<file path="config.mk">
export PLATFORM = sky130hd
export DESIGN_NAME = tvot_fifo
export DESIGN_NICKNAME = d
export VERILOG_FILES = /design/src/rtl/core/tvot_pkg.sv /design/src/rtl/core/tvot_fifo.sv
export SDC_FILE = /design/constraint.sdc
export NUM_CORES = 1
export LEC_CHECK = 0
export ABC_AREA = 1
export BUFFER_PORTS_ARGS = -buffer_cell sky130_fd_sc_hd__buf_2
export CORE_ASPECT_RATIO = 0.6
export CORE_MARGIN = 4
export CORE_UTILIZATION = 60
export DETAILED_ROUTE_END_ITERATION = 10
export GPL_ROUTABILITY_DRIVEN = 1
export HOLD_SLACK_MARGIN = 0.12
export PLACE_DENSITY = 0.9
export RECOVER_POWER = 25
export SLEW_MARGIN = 40
export SYNTH_ARGS = -nofsm -noshare
export SYNTH_HDL_FRONTEND = slang
export SYNTH_SLANG_ARGS = --single-unit
</file>
<file path="constraint.sdc">
create_clock -name clk -period 3.5 [get_ports clk]
set_clock_uncertainty 0.15 [all_clocks]
set_input_delay 0.525 -clock clk [delete_from_list [all_inputs] [get_ports clk]]
set_output_delay 0.525 -clock clk [all_outputs]
set_load 0.02 [all_outputs]
</file>
<file path="src/rtl/core/tvot_pkg.sv">
`timescale 1ns / 1ps
package tvot_pkg;

  localparam int GRID_LEVELS_DEF = 6;
  localparam int COORD_W         = 32;
  localparam int SIZE_W          = 31;
  localparam int IDX_W           = 6;
  localparam int MAG_W           = COORD_W + 1;
  localparam int DEN_W           = COORD_W + 1;
  localparam int LERP_LAT        = MAG_W + 4;
  localparam int FACE_LAT        = 2 * LERP_LAT + 3;
  localparam int FIFO_DEPTH      = 4;
  localparam int CFG_IDX_W       = 3;
  localparam int CFG_DATA_W      = 32;
  localparam int S_TDATA_W       = 312;
  localparam int M_TDATA_W       = 8;

  typedef enum logic [CFG_IDX_W-1:0] {
    REG_ORIGIN_X,
    REG_ORIGIN_Y,
    REG_ORIGIN_Z,
    REG_SIZE_X,
    REG_SIZE_Y,
    REG_SIZE_Z
  } cfg_reg_t;

  typedef struct packed {
    logic full;
    logic empty;
  } fifo_stat_t;

  // signed width of a box bound: origin + index * size + size
  function automatic int bound_w(input int gl);
    return ((gl < IDX_W) ? gl : IDX_W) + COORD_W + 2;
  endfunction

  // queue entry: vertices, then lo x/y/z, then hi x/y/z
  function automatic int item_w(input int bw);
    return 9 * COORD_W + 6 * bw;
  endfunction

endpackage

</file>
<file path="src/rtl/core/tvot_fifo.sv">
`timescale 1ns / 1ps
module tvot_fifo #(
  parameter int W     = 8,
  parameter int DEPTH = tvot_pkg::FIFO_DEPTH
) (
  input  logic                 clk,
  input  logic                 rst,
  input  logic                 push,
  input  logic [W-1:0]         din,
  input  logic                 pop,
  output logic [W-1:0]         dout,
  output tvot_pkg::fifo_stat_t stat
);
  import tvot_pkg::*;

  localparam int AW = $clog2(DEPTH);

  logic [W-1:0]  mem [DEPTH];
  logic [AW-1:0] wp, rp;
  logic [AW:0]   cnt;

  assign stat.full  = cnt == (AW+1)'(DEPTH);
  assign stat.empty = cnt == '0;
  assign dout       = mem[rp];

  always_ff @(posedge clk) begin
    if (rst) begin
      wp  <= '0;
      rp  <= '0;
      cnt <= '0;
    end else begin
      if (push) begin
        wp <= (wp == AW'(DEPTH - 1)) ? '0 : wp + 1'b1;
      end
      if (pop) begin
        rp <= (rp == AW'(DEPTH - 1)) ? '0 : rp + 1'b1;
      end
      cnt <= cnt + (AW+1)'(push) - (AW+1)'(pop);
    end
  end

  always_ff @(posedge clk) begin
    if (push) begin
      mem[wp] <= din;
    end
  end

endmodule

</file>
==> impl_results.md <==
* VDD IR max at 0.366 mV
* GRT Overall Usage at 16.3%
* Vias in the first global route at 1088
* CTS max path bufs at 2
* Initial Util at 66.1%
* Last element of the critical path: dout[6]
* Pwr dens at 540 mW/mm^2
* GP Congestion at 0.797
* Final WS setup at 1380 ps
* Max Cap Violations at 0
* #FFs+latches synth at 41
* Vias at 1045
* Area of the core at 0.00263 sq mm
* TritonCTS Buffers at 5
* Tightest Pin Transition at 584 ps
* RSZ-0062 raised after global routing: no
* Worst Setup Path Type: flop to primary output
* DRT Pass-1 Iters at 4
* Row count at 14
* Hold_ws at 306 ps
* First-pass GRT wire length at 4.73 mm
* Reg2reg path depth at 8
* Share of post-route cells with drive strength above 1 at 12.6%
* Drt wl/cell at 13.6 um
* Die area at 0.00385 sq mm
* Hold Path Class: input port to flop
* Via density per instance at 5.05
* Final setup vio count at 0
* CTS root buf: clkbuf_8
* CTS tree: yes
* Largest net degree at the start of global routing at 33
* Diode count at 0
* Synthesized cell area at 0.00174 sq mm
* DP HPWL at 2.04 mm
* Reg clk slew, reported paths at 70 ps
* Setup TNS at 0 ps
* Buffers on Ports at 21
* Die Height at 49.7 um
* TritonCTS Sinks at 41
* Worst-Skew Late Latency at 280 ps
* Htree depth at 2
* Routed wire length at 2.82 mm
* Worst reg-to-reg setup slack at 1750 ps
* Initial antenna violation count at 0
* Routed Antenna Nets at 0
* Syn Area/Cell at 11.4 sq um
* Residual DRC at 0
* Crit end category: primary output
* Synth top area share at 55.3%
* Final hold viol count at 0
* Final period util at 60.5%
* Origin of the critical flop-to-flop path: cnt[0]$_SDFF_PP0_
* Cell taking the most area after synthesis: edfxtp_1
* Slew Limit Fails at 0
* NumNets Final at 194
* Crit path required time at 2820 ps
* Outcome: complete, no violations
* Mapped Nets at 172
* Utilization after layout at 72.3%
* Synthesis-to-finish area growth at 9.29%
* Chip width at 77.5 um
* Post-synthesis sequential area ratio at 65.7%
* Initial drt markers at 55
* Leakage at 0.815 nW
* Post-synth cell types at 18
* Post-Synthesis Cells at 152
* Number of filler cells placed in the layout at 166
* Worst rel slew slack at 61.0%
* Register area at 0.00114 sq mm
* Pwr Total at 1.03 mW
* Setup WS pre-CTS at 1470 ps
* Crit Reg-Reg Endpoint: cnt[2]$_SDFF_PP0_
* Post-route minimum period at 2120 ps
* CP Max Fanout at 16
* Multi-input gate area at 423 sq um
* Resized Gates After CTS at 0
* I/O pin count at 22
* Grt total ovfl at 0
* Synth warn at 0
* Cts-stage hold buffer count at 0
* Worst EP arrival at 1440 ps
* Top area cells in the synthesized netlist: edfxtp_1 55%, dfxtp_1 10%, inv_1 6.7%
* Fmax at 0.473 GHz
* Worst Setup Start Kind: flop
* Setup bufs post-CTS at 0
==> where the power goes <==
part           switching [mW]  leakage [nW]  internal, mW
Clock                   0.144        0.0395         0.141
Sequential             0.0253         0.369         0.558
Combinational           0.102         0.406        0.0553
Total                   0.271         0.815         0.755
==> cell usage after synthesis, drive strengths merged <==
cell type,count
edfxtp,32
inv,31
nand2,25
a21oi,11
dfxtp,9
nor2,9
o21ai,9
o211ai,8
ha,7
buf,6
nor3,2
fa,1
nand3,1
xnor2,1
==> flip-flops by register name (all words and copies together), names as in the netlist, named ones only <==
register  cells
mem          32
rp            2
cnt           3
wp            2
==> cell families after synthesis <==
family | synth area share [%]
compound gates | 9.43
buf+inv | 10.0
flops | 65.7
xor+xnor | 0.504
simple gates | 8.21
fa+ha+maj | 6.19
==> cell type report <==
cell class | count | share of cell area (%)
clock buffer | 8 | 4.22
inverter | 31 | 6.13
multi-input combinational | 74 | 22.3
sequential | 41 | 60.1
tap | 32 | 2.11
timing repair buffer | 21 | 5.14
==> how the worst min path moves through the flow <==
stage                     depth (start not counted)  slack [ps]          startpoint                   to
after floorplan                                   2         320  rp[0]$_SDFFE_PP0P_                 flop
after global placement                            2         340  rp[0]$_SDFFE_PP0P_   rp[0]$_SDFFE_PP0P_
after detailed placement                          2         340  rp[0]$_SDFFE_PP0P_                 flop
after CTS                                         1         290              din[4]  mem[3][4]$_DFFE_PP_
after global routing                              1         300              din[7]  mem[1][7]$_DFFE_PP_
final                                             1         310              din[7]  mem[1][7]$_DFFE_PP_
==> worst max-delay path: stages (launching register included) <==
cell and delay (ps):
dfxtp_1 690, o211ai_1 190, nand2_1 110, buf_2 160
==> routing by layer <==
metal	vias to the layer above	global-route usage (%)	share of wire [%]
li1	537	-	-
met1	485	19.0	45
met2	19	27.9	50
met3	4	5.27	3.9
met4	0	7.10	1.4
met5	-	0	0
==> layout by cell type, fill, tap and decap left out <==
| cell | count |
|---|---|
| dfxtp_1 | 8 |
| xnor2_1 | 1 |
| clkbuf_8 | 5 |
| dfxtp_2 | 1 |
| nor2_1 | 9 |
| inv_1 | 31 |
| nand2_1 | 25 |
| fa_1 | 1 |
| clkbuf_1 | 9 |
| ha_1 | 7 |
| buf_2 | 15 |
| a21oi_1 | 10 |
| edfxtp_1 | 32 |
| nand3_1 | 1 |
| o211ai_1 | 8 |
| nor3_1 | 2 |
| o21ai_0 | 8 |
| a21oi_2 | 1 |
| o21ai_1 | 1 |
==> per-stage QoR <==
| step | std cells | cell area (sq um) |
|---|---|---|
| after detailed placement | 199 | 1830 |
| final | 207 | 1900 |
| after global placement | 199 | 1830 |
| after floorplan | 152 | 1740 |
| after CTS | 207 | 1910 |
| after global routing | 207 | 1900 |
Power figures use the tool's default switching activity.
