**config.mk**
```make
export PLATFORM = sky130hd
export DESIGN_NAME = tvot_front
export DESIGN_NICKNAME = d
export VERILOG_FILES = /design/src/rtl/core/tvot_pkg.sv /design/src/rtl/core/tvot_front.sv
export SDC_FILE = /design/constraint.sdc
export NUM_CORES = 2
export LEC_CHECK = 0
export ABC_AREA = 1
export ABC_CLOCK_PERIOD_IN_PS = 29100
export BUFFER_PORTS_ARGS = -buffer_cell sky130_fd_sc_hd__buf_2
export CAP_MARGIN = 40
export CORE_AREA = 10 10 399 401
export CTS_CLUSTER_DIAMETER = 40
export DETAILED_ROUTE_END_ITERATION = 7
export DIE_AREA = 0 0 409 411
export GPL_TIMING_DRIVEN = 0
export PLACE_DENSITY = 0.65
export SYNTH_ARGS = -nofsm -noshare
export SYNTH_HDL_FRONTEND = slang
export SYNTH_SLANG_ARGS = --single-unit
```
**constraint.sdc**
```tcl
create_clock -name clk -period 29.1 [get_ports clk]
set_input_delay 5.82 -clock clk [delete_from_list [all_inputs] [get_ports clk]]
set_output_delay 5.82 -clock clk [all_outputs]
set_load 0.005 [all_outputs]
```
**src/rtl/core/tvot_pkg.sv**
```systemverilog
`timescale 1ns / 1ps
package tvot_pkg;

  localparam int GRID_LEVELS_DEF = 6;
  localparam int COORD_W         = 32;
  localparam int SIZE_W          = 31;
  localparam int IDX_W           = 6;
  localparam int MAG_W           = COORD_W + 1;
  localparam int DEN_W           = COORD_W + 1;
  localparam int LERP_LAT        = MAG_W + 4;
  localparam int FACE_LAT        = 2 * LERP_LAT + 3;
  localparam int FIFO_DEPTH      = 4;
  localparam int CFG_IDX_W       = 3;
  localparam int CFG_DATA_W      = 32;
  localparam int S_TDATA_W       = 312;
  localparam int M_TDATA_W       = 8;

  typedef enum logic [CFG_IDX_W-1:0] {
    REG_ORIGIN_X,
    REG_ORIGIN_Y,
    REG_ORIGIN_Z,
    REG_SIZE_X,
    REG_SIZE_Y,
    REG_SIZE_Z
  } cfg_reg_t;

  typedef struct packed {
    logic full;
    logic empty;
  } fifo_stat_t;

  // signed width of a box bound: origin + index * size + size
  function automatic int bound_w(input int gl);
    return ((gl < IDX_W) ? gl : IDX_W) + COORD_W + 2;
  endfunction

  // queue entry: vertices, then lo x/y/z, then hi x/y/z
  function automatic int item_w(input int bw);
    return 9 * COORD_W + 6 * bw;
  endfunction

endpackage

```
**src/rtl/core/tvot_front.sv**
```systemverilog
`timescale 1ns / 1ps
module tvot_front #(
  parameter int GRID_LEVELS = tvot_pkg::GRID_LEVELS_DEF
) (
  input  logic                                  clk,
  input  logic                                  rst,
  input  logic                                  s_tvalid,
  output logic                                  s_tready,
  input  logic [tvot_pkg::S_TDATA_W-1:0]        s_tdata,
  input  logic signed [tvot_pkg::COORD_W-1:0]   origin_x,
  input  logic signed [tvot_pkg::COORD_W-1:0]   origin_y,
  input  logic signed [tvot_pkg::COORD_W-1:0]   origin_z,
  input  logic [tvot_pkg::SIZE_W-1:0]           size_x,
  input  logic [tvot_pkg::SIZE_W-1:0]           size_y,
  input  logic [tvot_pkg::SIZE_W-1:0]           size_z,
  input  tvot_pkg::fifo_stat_t                  stat,
  output logic                                  push,
  output logic [tvot_pkg::item_w(tvot_pkg::bound_w(GRID_LEVELS))-1:0] item
);
  import tvot_pkg::*;

  localparam int IW = (GRID_LEVELS < IDX_W) ? GRID_LEVELS : IDX_W;
  localparam int PW = IW + SIZE_W;
  localparam int BW = bound_w(GRID_LEVELS);
  localparam int VW = 9 * COORD_W;

  logic          en, v1, v2;
  logic [VW-1:0] vtx1, vtx2;
  logic [IW-1:0] ix1, iy1, iz1;
  logic [PW-1:0] px, py, pz;
  logic signed [BW-1:0] lox, loy, loz, hix, hiy, hiz;

  assign en       = !v2 || !stat.full;
  assign s_tready = en;
  assign push     = v2 && !stat.full;

  always_ff @(posedge clk) begin
    if (rst) begin
      v1 <= 1'b0;
      v2 <= 1'b0;
    end else if (en) begin
      v1 <= s_tvalid;
      v2 <= v1;
    end
  end

  always_ff @(posedge clk) begin
    if (en) begin
      vtx1 <= s_tdata[VW-1:0];
      ix1  <= s_tdata[VW +: IW];
      iy1  <= s_tdata[VW + IDX_W +: IW];
      iz1  <= s_tdata[VW + 2 * IDX_W +: IW];
      vtx2 <= vtx1;
      px   <= PW'(ix1) * PW'(size_x);
      py   <= PW'(iy1) * PW'(size_y);
      pz   <= PW'(iz1) * PW'(size_z);
    end
  end

  always_comb begin
    lox  = BW'(origin_x) + BW'(px);
    loy  = BW'(origin_y) + BW'(py);
    loz  = BW'(origin_z) + BW'(pz);
    hix  = lox + BW'(size_x);
    hiy  = loy + BW'(size_y);
    hiz  = loz + BW'(size_z);
    item = {hiz, hiy, hix, loz, loy, lox, vtx2};
  end

endmodule

```
==> impl_metrics.yaml <==
outcome:
  run_status: "completed"
global_routing:
  grt_util_met1: 0.286
  global_route.peak_usage_layer: "met2"
  grt_usage: 0.229
  grt_overflow_total: 0
  number_of_global_route_vias_before_repair: 45492
  grt_use_met3: 0.0662
  grt_antenna_before_repair: 88
  grt_pass1_wl_um: 291000
  groute.layer.met2.usage: 0.373
  grt_max_degree: 70
flow_run:
  max_cap_viol_count: 0
critical_path:
  r2r_end: "pz[27]$_DFFE_PP_"
  rr_worst_depth: 18
  cell_by_cell_listing_of_the_critical_path: "buf_2 > ha_1 > nand2_1 > nor2_1 > nand4_1 > o211ai_1 > a21oi_1 > o21ai_0 > xor2_1 > ha_1 > a21oi_1 > o21ai_0 > a21oi_1 > nand2_1 > a21boi_0 > inv_1 > nand3_1 > nand2_1 > inv_1 > buf_2"
  crit_required_ns: 23.28
  criticalPathCategory: "in -> out"
  critical_path_arrival_ns: 10.54
  worst_setup_path_start_kind: "input pin"
  slowest_stage: "xor2_1"
  r2r_start: "iz1[2]$_DFFE_PP_"
  critPathMaxStageDelay_ns: 0.54
  ff2ff_setup_slack_ns: 23.89
  worstSetupEndpointType: "output port"
  crit_path_max_fanout: 5
yosys:
  postSynthAreaPerCell_um2: 8.98
  yosys_warnings: 0
  synth_xor_xnor_area_share: 0.0460
  synth-edff-count: 705
  synthAdderAreaFrac: 0.214
  synthesis.area_um2: 53300
  synthesis.nets: 7141
  synth_compound_area_frac: 0.0759
  synth.ff_latch_count: 707
  synthMuxAreaShare: 0
  yosys.area_share.simple: 0.169
  syn-instance-count: 5936
  synth_commonest_cells: "nand2_1, inv_1, edfxtp_1"
  netlist.area_leader.share: 0.397
  dominant_combinational_cell_family_by_area_after_synthesis: "adder cells"
  most_frequent_cell_after_synthesis: "nand2_1"
  ys_types: 52
  synth_top_area_cell: "edfxtp_1"
  dominantRegCellSynth: "edfxtp_1"
  synthTopCellsByArea: "edfxtp_1, fa_1, nand2_1, inv_1, ha_1"
  asyncSetResetFlopFracSynth: 0
  yosysSeqAreaShare: 0.398
placed_design:
  placement.setup.worst_slack_ns: 12.92
  placement.cell_area_um2: 61300
  post-dp-hpwl_um: 171000
  gp_congestion: 1.02
  placement.io_buffers: 1028
clocking:
  cts.sink_count: 707
  post_cts_hold_buffer_count: 0
  cts_htree_levels: 3
  tritoncts: "built"
  numCtsBuffers: 102
  clkSlewWorstSetupHoldPaths_ns: 0.06
  number_of_resized_instances_in_the_post_cts_repair_step: 0
  post_cts_buffers: 0
  worst_skew_pair.late_latency_ns: 0.72
  root_buffer_master: "clkbuf_16"
  cts_max_path_buffers: 3
timing:
  finalClockSkew_ns: 0.0616
  worst-slew-pin-transition_ns: 0.848
  hold_viol_final: 0
  grt_setup_unrepaired: "no"
  final.min_clock_period_ns: 16.36
  achievable-frequency_ghz: 0.0611
  worst_slack_ns: 12.74
  totalNegativeSetupSlack_ns: 0
  layout_worst_path_cycle_share: 0.562
  timing.slew.headroom: 0.435
  setup-violations-final: 0
  timing_max_transition_violations_final: 0
detailed_routing:
  postRouteWirelength_um: 200000
  routed_wire_length_per_instance_um: 21.7
  dr.pass1.iters: 7
  routed_via_density: 4.87
  drt_first_iter_violations: 3728
  detail_route.drc_violations: 0
  dr_total_vias: 44991
  route.antenna.remaining_nets: 0
floorplan:
  die_area_um2: 168000
  core_area_um2: 151000
  initial_core_util: 0.352
  die_width_um: 409
  fp-row-count: 143
  die_y_um: 411
  ioPinCount: 1036
worst_hold_path:
  min_from: "vtx1[238]$_DFFE_PP_"
  worst_hold_path.num_cells: 0
  timing.hold.worst_endpoint: "vtx2[238]$_DFFE_PP_"
  min_path_type: "reg -> reg"
pwr:
  power_frac_seq: 0.183
  post-layout-total-power_uw: 7670
  power_internal_uw: 3800
  p_per_area_nw_per_um2: 118
  p_comb_frac: 0.653
  power.ir.vdd_worst_v: 0.0000835
  power.static_leakage_uw: 0.0339
  p_sw_uw: 3870
  sw_frac_of_total: 0.505
  p_clk_frac: 0.164
layout:
  postLayoutCellArea_um2: 65000
  finish.utilization: 0.430
  flow.area_growth_from_synthesis_pct: 21.9
  fillerInstances: 14932
  finish.net_count: 8285
  post_route_cells_drive_above_1_share: 0.187
registers in the layout (all words and copies together), names as in the netlist:
name,cells
py,37
iy1,6
vtx2,288
ix1,6
vtx1,288
v2,1
px,37
pz,37
iz1,6
v1,1
through the flow:
stage	hold WS, ns	std cells
2_1_floorplan	0.400	5936
3_3_place_gp	0.400	8994
3_5_place_dp	0.405	9006
4_1_cts	0.415	9198
5_1_grt	0.416	9227
6_report	0.414	9230
how the worst max path moves through the flow:
stage                     end  slack, ns         from
global placement     s_tready      -5.39      stat[1]
CTS                 item[487]      12.88  origin_y[7]
detailed placement  item[487]      12.92  origin_y[7]
floorplan            s_tready       2.69      stat[1]
global route        item[487]      12.50  origin_y[7]
finish              item[487]      12.74  origin_y[7]
power by group through the flow:
stage | registers [uW] | clock network [uW] | logic [uW]
2_1_floorplan | 1410 | 0 | 3000
3_3_place_gp | 1460 | 0 | 4930
3_5_place_dp | 1420 | 0 | 4950
4_1_cts | 1400 | 1290 | 4970
5_1_grt | 1410 | 1340 | 5490
6_report | 1400 | 1260 | 5010
critical path: cells and delay by family:
family	cells	cell delay, ns
buffers and inverters	4	0.51
xor gates and xnor gates	1	0.54
and+or+nand+nor	6	0.82
AOI/OAI and AO/OA	7	2.07
adders and majority gates	2	0.77
cell families after synthesis:
kind of cell    after synthesis
buf+inv                    1370
flops                       707
simple gates               2167
xor+xnor                    280
fa+ha+maj                   699
compound gates              713
final cells by class:
type	instances	area (um2)	area share
Sequential cell	707	21200	0.327
Inverter	1310	4920	0.0757
Multi-Input combinational cell	3859	26900	0.415
Buffer	60	236	0.00364
Antenna cell	32	80.1	0.00123
Clock buffer	113	2590	0.0399
Timing Repair Buffer	1040	5460	0.0841
Clock inverter	79	990	0.0152
Tap cell	2030	2540	0.0391
cells in the final DEF, fill, tap and decap left out, types with 7 or more instances in the layout:
cell type  instances
a21oi_1          339
nand3_1          143
o21ai_0          151
nand4_1           37
nand2_1         1435
inv_2              7
nand2_4           13
inv_6             14
a31oi_1           65
fa_1             357
xor2_1           204
o21a_1            17
a21o_1            49
clkinv_16          7
o21bai_1          34
o21ai_1           15
buf_16            10
clkinv_8           9
and3_1             8
clkinv_1          12
clkbuf_1          68
nand2_2           52
ha_1             342
edfxtp_1         705
nor3_1            26
diode_2           32
nand3b_1          15
clkbuf_16        102
nor2_2            15
buf_2           1028
clkinv_4           7
nor4_1            13
xnor2_1           76
nand3_2           12
inv_1           1301
inv_8             14
nor2_1           383
o211ai_1          10
layer usage:
metal	wire length, um	vias up
met5	106	-
met1	80800	21549
met4	8260	20
met3	18200	397
li1	-	21196
met2	92600	1829
Power figures use the tool's default switching activity.
